`src/cdpn_pkg.sv`:
```
// Shared constants and types for the complex dot product / norm block.
`timescale 1ns / 1ps

package cdpn_pkg;

    localparam int MODE_BITS = 2;

    // mode register codes; the upper bit alone selects norm
    localparam logic [MODE_BITS-1:0] MODE_PLAIN = 2'd0;
    localparam logic [MODE_BITS-1:0] MODE_CONJ  = 2'd1;
    localparam logic [MODE_BITS-1:0] MODE_NORM  = 2'd2;
    localparam int MODE_NORM_BIT = 1;

    // per-word control carried from the front end to the accumulator
    typedef struct packed {
        logic sat;
        logic norm;
        logic last;
    } item_flags_t;

endpackage

```
`src/cdpn_if.sv`:
```
// Valid/ready channel interfaces for the input and result words.
`timescale 1ns / 1ps

interface cdpn_in_if #(parameter int SAMPLE_BITS = 16);
    logic                          valid;
    logic                          ready;
    logic signed [SAMPLE_BITS-1:0] x_re;
    logic signed [SAMPLE_BITS-1:0] x_im;
    logic signed [SAMPLE_BITS-1:0] y_re;
    logic signed [SAMPLE_BITS-1:0] y_im;
    logic                          last;

    modport source (output valid, x_re, x_im, y_re, y_im, last, input ready);
    modport sink (input valid, x_re, x_im, y_re, y_im, last, output ready);
endinterface

interface cdpn_out_if #(parameter int ACC_BITS = 48);
    logic                       valid;
    logic                       ready;
    logic signed [ACC_BITS-1:0] result_re;
    logic signed [ACC_BITS-1:0] result_im;
    logic                       saturated;

    modport source (output valid, result_re, result_im, saturated, input ready);
    modport sink (input valid, result_re, result_im, saturated, output ready);
endinterface

```
`src/cdpn_front.sv`:
```
// Front end: registered complex products, then term formation and clamping.
`timescale 1ns / 1ps

module cdpn_front
    import cdpn_pkg::*;
#(
    parameter int SAMPLE_BITS = 16,
    parameter int ACC_BITS    = 48
)
(
    input  logic                       clk,
    input  logic                       rst_n,
    input  logic [MODE_BITS-1:0]       mode,
    cdpn_in_if.sink                    in_ch,
    output logic                       push_valid,
    input  logic                       push_ready,
    output logic signed [ACC_BITS-1:0] term_re,
    output logic signed [ACC_BITS-1:0] term_im,
    output item_flags_t                flags
);

    localparam int PW = 2 * SAMPLE_BITS;
    localparam int TW = PW + 1;
    localparam int CW = (TW > ACC_BITS) ? TW : ACC_BITS;

    logic                 valid_reg, valid_next;
    logic signed [PW-1:0] a_reg, a_next;
    logic signed [PW-1:0] b_reg, b_next;
    logic signed [PW-1:0] c_reg, c_next;
    logic signed [PW-1:0] d_reg, d_next;
    logic                 norm_reg, norm_next;
    logic                 conj_reg, conj_next;
    logic                 last_reg, last_next;

    logic                 accept;
    logic signed [TW-1:0] a_w, b_w, c_w, d_w, re_w, im_w;
    logic [ACC_BITS:0]    re_c, im_c;

    // returns {clamped, value}
    function automatic logic [ACC_BITS:0] clamp_term(input logic signed [TW-1:0] v);
        logic signed [CW-1:0] w;
        logic signed [CW-1:0] hi;
        logic signed [CW-1:0] lo;
        w  = CW'(v);
        hi = CW'($signed({1'b0, {(ACC_BITS-1){1'b1}}}));
        lo = ~hi;
        if (w > hi)
        begin
            return {1'b1, hi[ACC_BITS-1:0]};
        end
        else if (w < lo)
        begin
            return {1'b1, lo[ACC_BITS-1:0]};
        end
        return {1'b0, w[ACC_BITS-1:0]};
    endfunction

    assign in_ch.ready = !valid_reg || push_ready;
    assign accept      = in_ch.valid && in_ch.ready;

    always_comb
    begin
        norm_next  = mode[MODE_NORM_BIT];
        conj_next  = !mode[MODE_NORM_BIT] && (mode == MODE_CONJ);
        last_next  = in_ch.last;
        // norm mode squares x; otherwise x times y
        a_next     = in_ch.x_re * (norm_next ? in_ch.x_re : in_ch.y_re);
        b_next     = in_ch.x_im * (norm_next ? in_ch.x_im : in_ch.y_im);
        c_next     = in_ch.x_re * in_ch.y_im;
        d_next     = in_ch.x_im * in_ch.y_re;
        valid_next = accept ? 1'b1 : (push_ready ? 1'b0 : valid_reg);
    end

    always_ff @(posedge clk or negedge rst_n)
    begin
        if (!rst_n)
        begin
            valid_reg <= 1'b0;
        end
        else
        begin
            valid_reg <= valid_next;
        end
    end

    always_ff @(posedge clk)
    begin
        if (accept)
        begin
            a_reg    <= a_next;
            b_reg    <= b_next;
            c_reg    <= c_next;
            d_reg    <= d_next;
            norm_reg <= norm_next;
            conj_reg <= conj_next;
            last_reg <= last_next;
        end
    end

    always_comb
    begin
        a_w  = TW'(a_reg);
        b_w  = TW'(b_reg);
        c_w  = TW'(c_reg);
        d_w  = TW'(d_reg);
        // plain: re = ar*br - ai*bi; conj and norm add the second product
        re_w = (!norm_reg && !conj_reg) ? (a_w - b_w) : (a_w + b_w);
        im_w = conj_reg ? (c_w - d_w) : (c_w + d_w);
        re_c = clamp_term(re_w);
        im_c = clamp_term(im_w);
    end

    assign push_valid = valid_reg;
    assign term_re    = re_c[ACC_BITS-1:0];
    assign term_im    = im_c[ACC_BITS-1:0];
    assign flags.sat  = re_c[ACC_BITS] || (!norm_reg && im_c[ACC_BITS]);
    assign flags.norm = norm_reg;
    assign flags.last = last_reg;

endmodule

```
`src/cdpn_queue.sv`:
```
// Small first-in first-out queue between the front end and the accumulator.
`timescale 1ns / 1ps

module cdpn_queue #(
    parameter int WIDTH = 99,
    parameter int DEPTH = 4
)
(
    input  logic             clk,
    input  logic             rst_n,
    input  logic             push_valid,
    output logic             push_ready,
    input  logic [WIDTH-1:0] push_data,
    output logic             pop_valid,
    input  logic             pop_ready,
    output logic [WIDTH-1:0] pop_data
);

    localparam int AW   = (DEPTH > 1) ? $clog2(DEPTH) : 1;
    localparam int CNTW = $clog2(DEPTH + 1);

    logic [WIDTH-1:0] mem [DEPTH];
    logic [AW-1:0]    wr_ptr_reg, wr_ptr_next;
    logic [AW-1:0]    rd_ptr_reg, rd_ptr_next;
    logic [CNTW-1:0]  count_reg, count_next;
    logic             do_push, do_pop;

    assign push_ready = (count_reg != CNTW'(DEPTH));
    assign pop_valid  = (count_reg != '0);
    assign pop_data   = mem[rd_ptr_reg];
    assign do_push    = push_valid && push_ready;
    assign do_pop     = pop_valid && pop_ready;

    always_comb
    begin
        wr_ptr_next = wr_ptr_reg;
        rd_ptr_next = rd_ptr_reg;
        count_next  = count_reg;
        if (do_push)
        begin
            wr_ptr_next = (wr_ptr_reg == AW'(DEPTH - 1)) ? '0 : wr_ptr_reg + AW'(1);
        end
        if (do_pop)
        begin
            rd_ptr_next = (rd_ptr_reg == AW'(DEPTH - 1)) ? '0 : rd_ptr_reg + AW'(1);
        end
        if (do_push && !do_pop)
        begin
            count_next = count_reg + CNTW'(1);
        end
        else if (do_pop && !do_push)
        begin
            count_next = count_reg - CNTW'(1);
        end
    end

    always_ff @(posedge clk or negedge rst_n)
    begin
        if (!rst_n)
        begin
            wr_ptr_reg <= '0;
            rd_ptr_reg <= '0;
            count_reg  <= '0;
        end
        else
        begin
            wr_ptr_reg <= wr_ptr_next;
            rd_ptr_reg <= rd_ptr_next;
            count_reg  <= count_next;
        end
    end

    always_ff @(posedge clk)
    begin
        if (do_push)
        begin
            mem[wr_ptr_reg] <= push_data;
        end
    end

endmodule

```
`src/cdpn_back.sv`:
```
// Back end: saturating accumulators, bit-serial square root, result register.
`timescale 1ns / 1ps

module cdpn_back
    import cdpn_pkg::*;
#(
    parameter int ACC_BITS = 48
)
(
    input  logic                       clk,
    input  logic                       rst_n,
    input  logic                       pop_valid,
    output logic                       pop_ready,
    input  logic signed [ACC_BITS-1:0] term_re,
    input  logic signed [ACC_BITS-1:0] term_im,
    input  item_flags_t                flags,
    cdpn_out_if.source                 out_ch
);

    localparam int STEPS = (ACC_BITS + 1) / 2;
    localparam int RW    = 2 * STEPS;
    localparam int CNT_W = $clog2(STEPS);

    typedef enum logic [2:0] {
        ST_ACCUM = 3'b001,
        ST_ROOT  = 3'b010,
        ST_FLUSH = 3'b100
    } state_t;

    state_t                     state_reg, state_next;
    logic signed [ACC_BITS-1:0] sum_re_reg, sum_re_next;
    logic signed [ACC_BITS-1:0] sum_im_reg, sum_im_next;
    logic                       ovf_reg, ovf_next;
    logic [RW-1:0]              rad_reg, rad_next;
    logic [STEPS-1:0]           rem_reg, rem_next;
    logic [STEPS-1:0]           root_reg, root_next;
    logic [CNT_W-1:0]           cnt_reg, cnt_next;
    logic                       root_sat_reg, root_sat_next;
    logic                       out_valid_reg, out_valid_next;
    logic signed [ACC_BITS-1:0] out_re_reg, out_re_next;
    logic signed [ACC_BITS-1:0] out_im_reg, out_im_next;
    logic                       out_sat_reg, out_sat_next;

    logic              out_free, do_pop, ovf_any;
    logic [ACC_BITS:0] add_re, add_im;
    logic [STEPS+1:0]  cand, trial;

    // returns {clamped, value}
    function automatic logic [ACC_BITS:0] sat_add(input logic signed [ACC_BITS-1:0] a,
                                                  input logic signed [ACC_BITS-1:0] b);
        logic signed [ACC_BITS:0] s;
        s = (ACC_BITS+1)'(a) + (ACC_BITS+1)'(b);
        if (s[ACC_BITS] != s[ACC_BITS-1])
        begin
            return s[ACC_BITS] ? {1'b1, 1'b1, {(ACC_BITS-1){1'b0}}}
                               : {1'b1, 1'b0, {(ACC_BITS-1){1'b1}}};
        end
        return {1'b0, s[ACC_BITS-1:0]};
    endfunction

    assign out_free = !out_valid_reg || out_ch.ready;
    // a non-norm last word writes the result register on the spot
    assign pop_ready = (state_reg == ST_ACCUM) && (!flags.last || flags.norm || out_free);
    assign do_pop    = pop_valid && pop_ready;

    always_comb
    begin
        add_re  = sat_add(sum_re_reg, term_re);
        add_im  = sat_add(sum_im_reg, term_im);
        ovf_any = ovf_reg || flags.sat || add_re[ACC_BITS] ||
                  (!flags.norm && add_im[ACC_BITS]);
        cand    = {rem_reg, rad_reg[RW-1 -: 2]};
        trial   = {root_reg, 2'b01};

        state_next     = state_reg;
        sum_re_next    = sum_re_reg;
        sum_im_next    = sum_im_reg;
        ovf_next       = ovf_reg;
        rad_next       = rad_reg;
        rem_next       = rem_reg;
        root_next      = root_reg;
        cnt_next       = cnt_reg;
        root_sat_next  = root_sat_reg;
        out_re_next    = out_re_reg;
        out_im_next    = out_im_reg;
        out_sat_next   = out_sat_reg;
        out_valid_next = out_ch.ready ? 1'b0 : out_valid_reg;

        case (state_reg)
            ST_ACCUM:
            begin
                if (do_pop)
                begin
                    if (!flags.last)
                    begin
                        sum_re_next = add_re[ACC_BITS-1:0];
                        if (!flags.norm)
                        begin
                            sum_im_next = add_im[ACC_BITS-1:0];
                        end
                        ovf_next = ovf_any;
                    end
                    else
                    begin
                        sum_re_next = '0;
                        sum_im_next = '0;
                        ovf_next    = 1'b0;
                        if (flags.norm)
                        begin
                            // negative sum roots to zero
                            rad_next      = add_re[ACC_BITS-1] ? '0
                                                               : RW'(add_re[ACC_BITS-1:0]);
                            rem_next      = '0;
                            root_next     = '0;
                            cnt_next      = '0;
                            root_sat_next = ovf_any;
                            state_next    = ST_ROOT;
                        end
                        else
                        begin
                            out_re_next    = add_re[ACC_BITS-1:0];
                            out_im_next    = add_im[ACC_BITS-1:0];
                            out_sat_next   = ovf_any;
                            out_valid_next = 1'b1;
                        end
                    end
                end
            end
            ST_ROOT:
            begin
                // one result bit per cycle, two radicand bits shifted in;
                // the remainder fits STEPS bits until the final step
                if (cand >= trial)
                begin
                    rem_next  = STEPS'(cand - trial);
                    root_next = {root_reg[STEPS-2:0], 1'b1};
                end
                else
                begin
                    rem_next  = cand[STEPS-1:0];
                    root_next = {root_reg[STEPS-2:0], 1'b0};
                end
                rad_next = rad_reg << 2;
                cnt_next = cnt_reg + CNT_W'(1);
                if (cnt_reg == CNT_W'(STEPS - 1))
                begin
                    state_next = ST_FLUSH;
                end
            end
            ST_FLUSH:
            begin
                if (out_free)
                begin
                    out_re_next    = ACC_BITS'(root_reg);
                    out_im_next    = '0;
                    out_sat_next   = root_sat_reg;
                    out_valid_next = 1'b1;
                    state_next     = ST_ACCUM;
                end
            end
            default:
            begin
                state_next = ST_ACCUM;
            end
        endcase
    end

    always_ff @(posedge clk or negedge rst_n)
    begin
        if (!rst_n)
        begin
            state_reg     <= ST_ACCUM;
            sum_re_reg    <= '0;
            sum_im_reg    <= '0;
            ovf_reg       <= 1'b0;
            cnt_reg       <= '0;
            out_valid_reg <= 1'b0;
        end
        else
        begin
            state_reg     <= state_next;
            sum_re_reg    <= sum_re_next;
            sum_im_reg    <= sum_im_next;
            ovf_reg       <= ovf_next;
            cnt_reg       <= cnt_next;
            out_valid_reg <= out_valid_next;
        end
    end

    always_ff @(posedge clk)
    begin
        rad_reg      <= rad_next;
        rem_reg      <= rem_next;
        root_reg     <= root_next;
        root_sat_reg <= root_sat_next;
        out_re_reg   <= out_re_next;
        out_im_reg   <= out_im_next;
        out_sat_reg  <= out_sat_next;
    end

    assign out_ch.valid     = out_valid_reg;
    assign out_ch.result_re = out_re_reg;
    assign out_ch.result_im = out_im_reg;
    assign out_ch.saturated = out_sat_reg;

endmodule

```
`src/complex_dot_product_norm_top.sv`:
```
// Top level of the complex dot product / Euclidean norm accumulator.
//
// in_ch takes one word per cycle: x and y complex elements in Q1.15 and a
// last flag. out_ch gives one word per vector, on the word marked last:
// the complex sum in Q18.30 (plain or conjugated), or in norm mode the
// floor square root of the summed |x|^2, plus a sticky saturation flag.
// The user writes the mode register via cfg_we / cfg_data only while idle;
// the block does not enforce it. Throughput: one input word per cycle unless
// the root or a held result stalls it. A sum result passes the product
// register and the queue, then the accumulator writes it into the result
// register. A norm result first runs the bit-serial root and then loads
// the result register; the front end keeps filling the queue meanwhile
// and in_ch stalls once full. When out_ch stalls, the result register
// holds, the accumulator keeps taking non-last words, and the queue plus
// product register backpressure in_ch once full. Reset clears sums, flag,
// mode and all valid state.
`timescale 1ns / 1ps

module complex_dot_product_norm_top
    import cdpn_pkg::*;
#(
    parameter int SAMPLE_BITS = 16,
    parameter int ACC_BITS    = 48,
    parameter int QUEUE_DEPTH = 4
)
(
    input  logic                 clk,
    input  logic                 rst_n,
    input  logic                 cfg_we,
    input  logic [MODE_BITS-1:0] cfg_data,
    cdpn_in_if.sink              in_ch,
    cdpn_out_if.source           out_ch
);

    localparam int QW = 2 * ACC_BITS + $bits(item_flags_t);

    logic [MODE_BITS-1:0]       mode_reg, mode_next;
    logic                       push_valid, push_ready;
    logic                       pop_valid, pop_ready;
    logic signed [ACC_BITS-1:0] f_term_re, f_term_im;
    logic signed [ACC_BITS-1:0] b_term_re, b_term_im;
    item_flags_t                f_flags, b_flags;
    logic [QW-1:0]              push_data, pop_data;

    assign mode_next = cfg_we ? cfg_data : mode_reg;

    always_ff @(posedge clk or negedge rst_n)
    begin
        if (!rst_n)
        begin
            mode_reg <= MODE_PLAIN;
        end
        else
        begin
            mode_reg <= mode_next;
        end
    end

    cdpn_front #(
        .SAMPLE_BITS (SAMPLE_BITS),
        .ACC_BITS    (ACC_BITS)
    ) u_front (
        .clk        (clk),
        .rst_n      (rst_n),
        .mode       (mode_reg),
        .in_ch      (in_ch),
        .push_valid (push_valid),
        .push_ready (push_ready),
        .term_re    (f_term_re),
        .term_im    (f_term_im),
        .flags      (f_flags)
    );

    assign push_data = {f_flags, f_term_im, f_term_re};

    cdpn_queue #(
        .WIDTH (QW),
        .DEPTH (QUEUE_DEPTH)
    ) u_queue (
        .clk        (clk),
        .rst_n      (rst_n),
        .push_valid (push_valid),
        .push_ready (push_ready),
        .push_data  (push_data),
        .pop_valid  (pop_valid),
        .pop_ready  (pop_ready),
        .pop_data   (pop_data)
    );

    assign b_term_re = pop_data[ACC_BITS-1:0];
    assign b_term_im = pop_data[2*ACC_BITS-1:ACC_BITS];
    assign b_flags   = pop_data[QW-1:2*ACC_BITS];

    cdpn_back #(
        .ACC_BITS (ACC_BITS)
    ) u_back (
        .clk       (clk),
        .rst_n     (rst_n),
        .pop_valid (pop_valid),
        .pop_ready (pop_ready),
        .term_re   (b_term_re),
        .term_im   (b_term_im),
        .flags     (b_flags),
        .out_ch    (out_ch)
    );

endmodule

```
`src/flat_wrapper.sv`:
```
// flat-port wrapper written by rule: the top's interface ports become plain ports
module complex_dot_product_norm_top_flat import cdpn_pkg::*;
#(
    parameter int SAMPLE_BITS = 16,
    parameter int ACC_BITS    = 48,
    parameter int QUEUE_DEPTH = 4
)
  (clk, rst_n, cfg_we, cfg_data, in_ch_valid, in_ch_x_re, in_ch_x_im, in_ch_y_re, in_ch_y_im, in_ch_last, in_ch_ready, out_ch_valid, out_ch_result_re, out_ch_result_im, out_ch_saturated, out_ch_ready);
  cdpn_in_if #(.SAMPLE_BITS(SAMPLE_BITS)) in_ch_i ();
  cdpn_out_if #(.ACC_BITS(ACC_BITS)) out_ch_i ();
  input  logic clk;
  input  logic rst_n;
  input  logic cfg_we;
  input  logic [MODE_BITS-1:0] cfg_data;
  input wire logic [$bits(in_ch_i.valid)-1:0] in_ch_valid;
  input wire logic [$bits(in_ch_i.x_re)-1:0] in_ch_x_re;
  input wire logic [$bits(in_ch_i.x_im)-1:0] in_ch_x_im;
  input wire logic [$bits(in_ch_i.y_re)-1:0] in_ch_y_re;
  input wire logic [$bits(in_ch_i.y_im)-1:0] in_ch_y_im;
  input wire logic [$bits(in_ch_i.last)-1:0] in_ch_last;
  output wire logic [$bits(in_ch_i.ready)-1:0] in_ch_ready;
  output wire logic [$bits(out_ch_i.valid)-1:0] out_ch_valid;
  output wire logic [$bits(out_ch_i.result_re)-1:0] out_ch_result_re;
  output wire logic [$bits(out_ch_i.result_im)-1:0] out_ch_result_im;
  output wire logic [$bits(out_ch_i.saturated)-1:0] out_ch_saturated;
  input wire logic [$bits(out_ch_i.ready)-1:0] out_ch_ready;
  assign in_ch_i.valid = in_ch_valid;
  assign in_ch_i.x_re = in_ch_x_re;
  assign in_ch_i.x_im = in_ch_x_im;
  assign in_ch_i.y_re = in_ch_y_re;
  assign in_ch_i.y_im = in_ch_y_im;
  assign in_ch_i.last = in_ch_last;
  assign in_ch_ready = in_ch_i.ready;
  assign out_ch_valid = out_ch_i.valid;
  assign out_ch_result_re = out_ch_i.result_re;
  assign out_ch_result_im = out_ch_i.result_im;
  assign out_ch_saturated = out_ch_i.saturated;
  assign out_ch_i.ready = out_ch_ready;
  complex_dot_product_norm_top #(.SAMPLE_BITS(SAMPLE_BITS), .ACC_BITS(ACC_BITS), .QUEUE_DEPTH(QUEUE_DEPTH)) u_core (.clk(clk), .rst_n(rst_n), .cfg_we(cfg_we), .cfg_data(cfg_data), .in_ch(in_ch_i), .out_ch(out_ch_i));
endmodule
```
`config.mk`:
```
export PLATFORM = sky130hd
export DESIGN_NAME = complex_dot_product_norm_top_flat
export DESIGN_NICKNAME = d
export VERILOG_FILES = /design/src/cdpn_pkg.sv /design/src/cdpn_if.sv /design/src/cdpn_front.sv /design/src/cdpn_queue.sv /design/src/cdpn_back.sv /design/src/complex_dot_product_norm_top.sv /design/src/flat_wrapper.sv
export SDC_FILE = /design/constraint.sdc
export NUM_CORES = 2
export LEC_CHECK = 0
export ABC_AREA = 1
export CAP_MARGIN = 20
export CORE_MARGIN = 2
export CORE_UTILIZATION = 34
export CTS_CLUSTER_DIAMETER = 50
export DETAILED_ROUTE_END_ITERATION = 8
export DONT_BUFFER_PORTS = 1
export SLEW_MARGIN = 15
export SYNTH_ARGS = -nofsm -noshare
export SYNTH_HDL_FRONTEND = slang
export SYNTH_HIERARCHICAL = 1
export SYNTH_SLANG_ARGS = --single-unit
```
`constraint.sdc`:
```
create_clock -name clk -period 17.45 [get_ports clk]
set_input_delay 3.49 -clock clk [delete_from_list [all_inputs] [get_ports clk]]
set_output_delay 3.49 -clock clk [all_outputs]
set_load 0.005 [all_outputs]
```
==> results.cfg <==
[run_status]
status = finished clean

[routing]
first_pass_iters = 8
drt-initial-drc-count = 5950
wl_per_cell_um = 18.1
vias = 68700
vias_per_cell = 4.90
ant_nets = 0
wirelength_um = 253000
drc = 0

[timing]
finalMaxSlewViolations = 0
slew_headroom_pct = 30.1
tightest_slew_ps = 1050
period_share_pct = 53.0
fmax_mhz = 108
finalWorstPathRequiredPeriod_ps = 9250
final-setup-viol-count = 0
finClkSkew_ps = 56.9
finalHoldViolCount = 0
final.setup.tns_ps = 0
rsz0062_at_grt = false

[clocking]
cts_tree = done
path_clk_slew_ps = 50
numCtsBuffers = 109
cts_setup_buffers = 0
ctsHoldBuffers = 0
clk_latency_ps = 740
cts_buffer_depth = 3
cts_resized = 0
root_buffer = clkbuf_16
htree_levels = 3
clock_sinks = 837

[logic_synthesis]
ys_types = 64
syn-cell-area_um2 = 88900
yosysTopAreaCellShare_pct = 24.4
yosysMostFrequentCell = nand2_1
ys_ff_latch = 837
yosys_warnings = 6
syn_area_per_cell_um2 = 8.28
synthTopCellsByArea = edfxtp_1, fa_1, nand2_1
synth_area_leader_cell = edfxtp_1
synth_edf_count = 721
netlist_instances = 10700
synth_common_cells = nand2_1, inv_1, fa_1, nor2_1, edfxtp_1
synth_flop_cell = edfxtp_1
synth_async_sr_flop_share_pct = 13.9
syn_nets = 12400
yosysSeqAreaShare_pct = 27.6

[setup_path]
critPathMaxStageDelay_ps = 860
required_ps = 17940
worstPathMaxFanout = 20
critPathMostFrequentCell = fa_1
worst_setup_path_start_kind = input pin
critPathKind = in2reg
path_cells = inv_1 > nand2_1 > o21a_1 > inv_1 > nor2_1 > fa_1 > fa_1 > inv_1 > fa_1 > inv_1 > fa_1 > fa_1 > fa_1 > ha_1 > nand2_1 > nor3_1 > nand2_1 > nor3_1 > nand2_1 > nand3_1 > nand2_1
arrival_ps = 9740
cp_slowest_cell = fa_1
cp-end-kind = flop

[cells_and_area]
n_fill_cell = 26700
nets = 12200
syn2layout_area_growth_pct = 7.49
drive_above_1_share_pct = 3.90
finish.instance_area_um2 = 95500
largest_reg_flops = 396
top_register = u_core/u_queue/mem

[die]
start_util_pct = 34.2
ioPinCount = 171
die_h_um = 515
rows = 187
die_area_um2 = 265000
core_um2 = 260000
die_w_um = 515

[global_routing]
overflow = 0
grt_pass1_vias = 68200
grt_max_degree = 117
grt_usage_pct = 19.0
grt_first_pass_wirelength_um = 396000
antenna_found_initial = 7

[hold_path]
hold_path_class = reg2reg

[placed_design]
hpwl_um = 199000
gp_congestion = 1.01
place_area_um2 = 91800
port_buffers = 0

[run]
maxCapViolCount = 0
-- metrics by stage --
stage / utilization (%) / std cells / setup WS [ps] / hold slack, ps
after floorplan: - / 10700 / 6950 / 442
after global placement: 35.3 / 13800 / 7620 / 465
after detailed placement: 35.3 / 13800 / 7520 / 467
after CTS: 36.8 / 14000 / 8320 / 477
after global routing: 36.8 / 14000 / 7810 / 501
final: 36.8 / 14000 / 8200 / 472
-- layout by cell type, fill, tap and decap left out, types with 14 or more instances in the layout --
cell type and count:
a21boi_0 14, a21o_1 29, a21oi_1 453, a21oi_2 18, buf_4 35, clkbuf_1 20
clkbuf_16 110, clkinv_1 14, dfrtp_1 112, edfxtp_1 721, fa_1 1053, ha_1 525
inv_1 2209, inv_2 38, nand2_1 2778, nand2_2 35, nand3_1 371, nand3b_1 21
nand4_1 74, nor2_1 857, nor2_2 32, nor3_1 66, nor4_1 16, o211ai_1 206
o21a_1 28, o21ai_0 243, o21ai_1 51, o21bai_1 47, xnor2_1 82, xor2_1 169
-- logic make-up after synthesis --
kind of cell / after synthesis / synth area share (%)
fa+ha+maj: 1578 / 31.1
xor+xnor: 251 / 2.47
simple gates: 4322 / 19.8
other cells: 1 / 0.00422
buf+inv: 2616 / 11.5
flops: 837 / 27.6
compound gates: 1128 / 7.52
-- worst max-delay path: cells and delay by family --
kind | cells | cell delay, ps
AOI/OAI and AO/OA | 1 | 190
and+or+nand+nor | 9 | 1180
adders and majority gates | 7 | 3900
buffers and inverters | 4 | 980
-- final timing paths --
kind / to / slack [ps] / from / cells past startpoint
max reg2reg: u_core/u_back/out_ch.result_im[43] / 9960 / u_core/u_queue/rd_ptr_reg[0] / 22
max in group asynchronous: u_core/u_back/state_reg[0] / 14640 / rst_n / 0
min: u_core/mode_reg[0] / 470 / u_core/mode_reg[0] / 2
min reg2reg: u_core/mode_reg[0] / 470 / u_core/mode_reg[0] / 2
max: u_core/u_front/a_reg[30] / 8200 / in_ch_x_re[15] / 21
min in group asynchronous: u_core/u_back/sum_im_reg[12] / 2490 / rst_n / 0
-- area by class of cell --
| class | instances | area (um2) | area share, % |
|---|---|---|---|
| antenna | 1 | 2.50 | 0.00262 |
| clock buffer | 135 | 2900 | 3.03 |
| clock inverter | 71 | 832 | 0.871 |
| inverter | 2254 | 8460 | 8.86 |
| multi-input combinational | 7280 | 54200 | 56.7 |
| sequential | 837 | 24600 | 25.7 |
| tap | 3402 | 4260 | 4.46 |
| timing repair buffer | 37 | 310 | 0.325 |
-- per-layer routing --
layer	up-vias	global-route usage, %	routed length (um)
met2	2328	29.7	112000
met4	6	5.15	6790
li1	32700	-	-
met5	-	0	38
met3	367	2.94	18100
met1	33300	27.3	117000
Power is not shown: default switching activity piles up to over one toggle a cycle in this logic, so the estimate is an artifact.
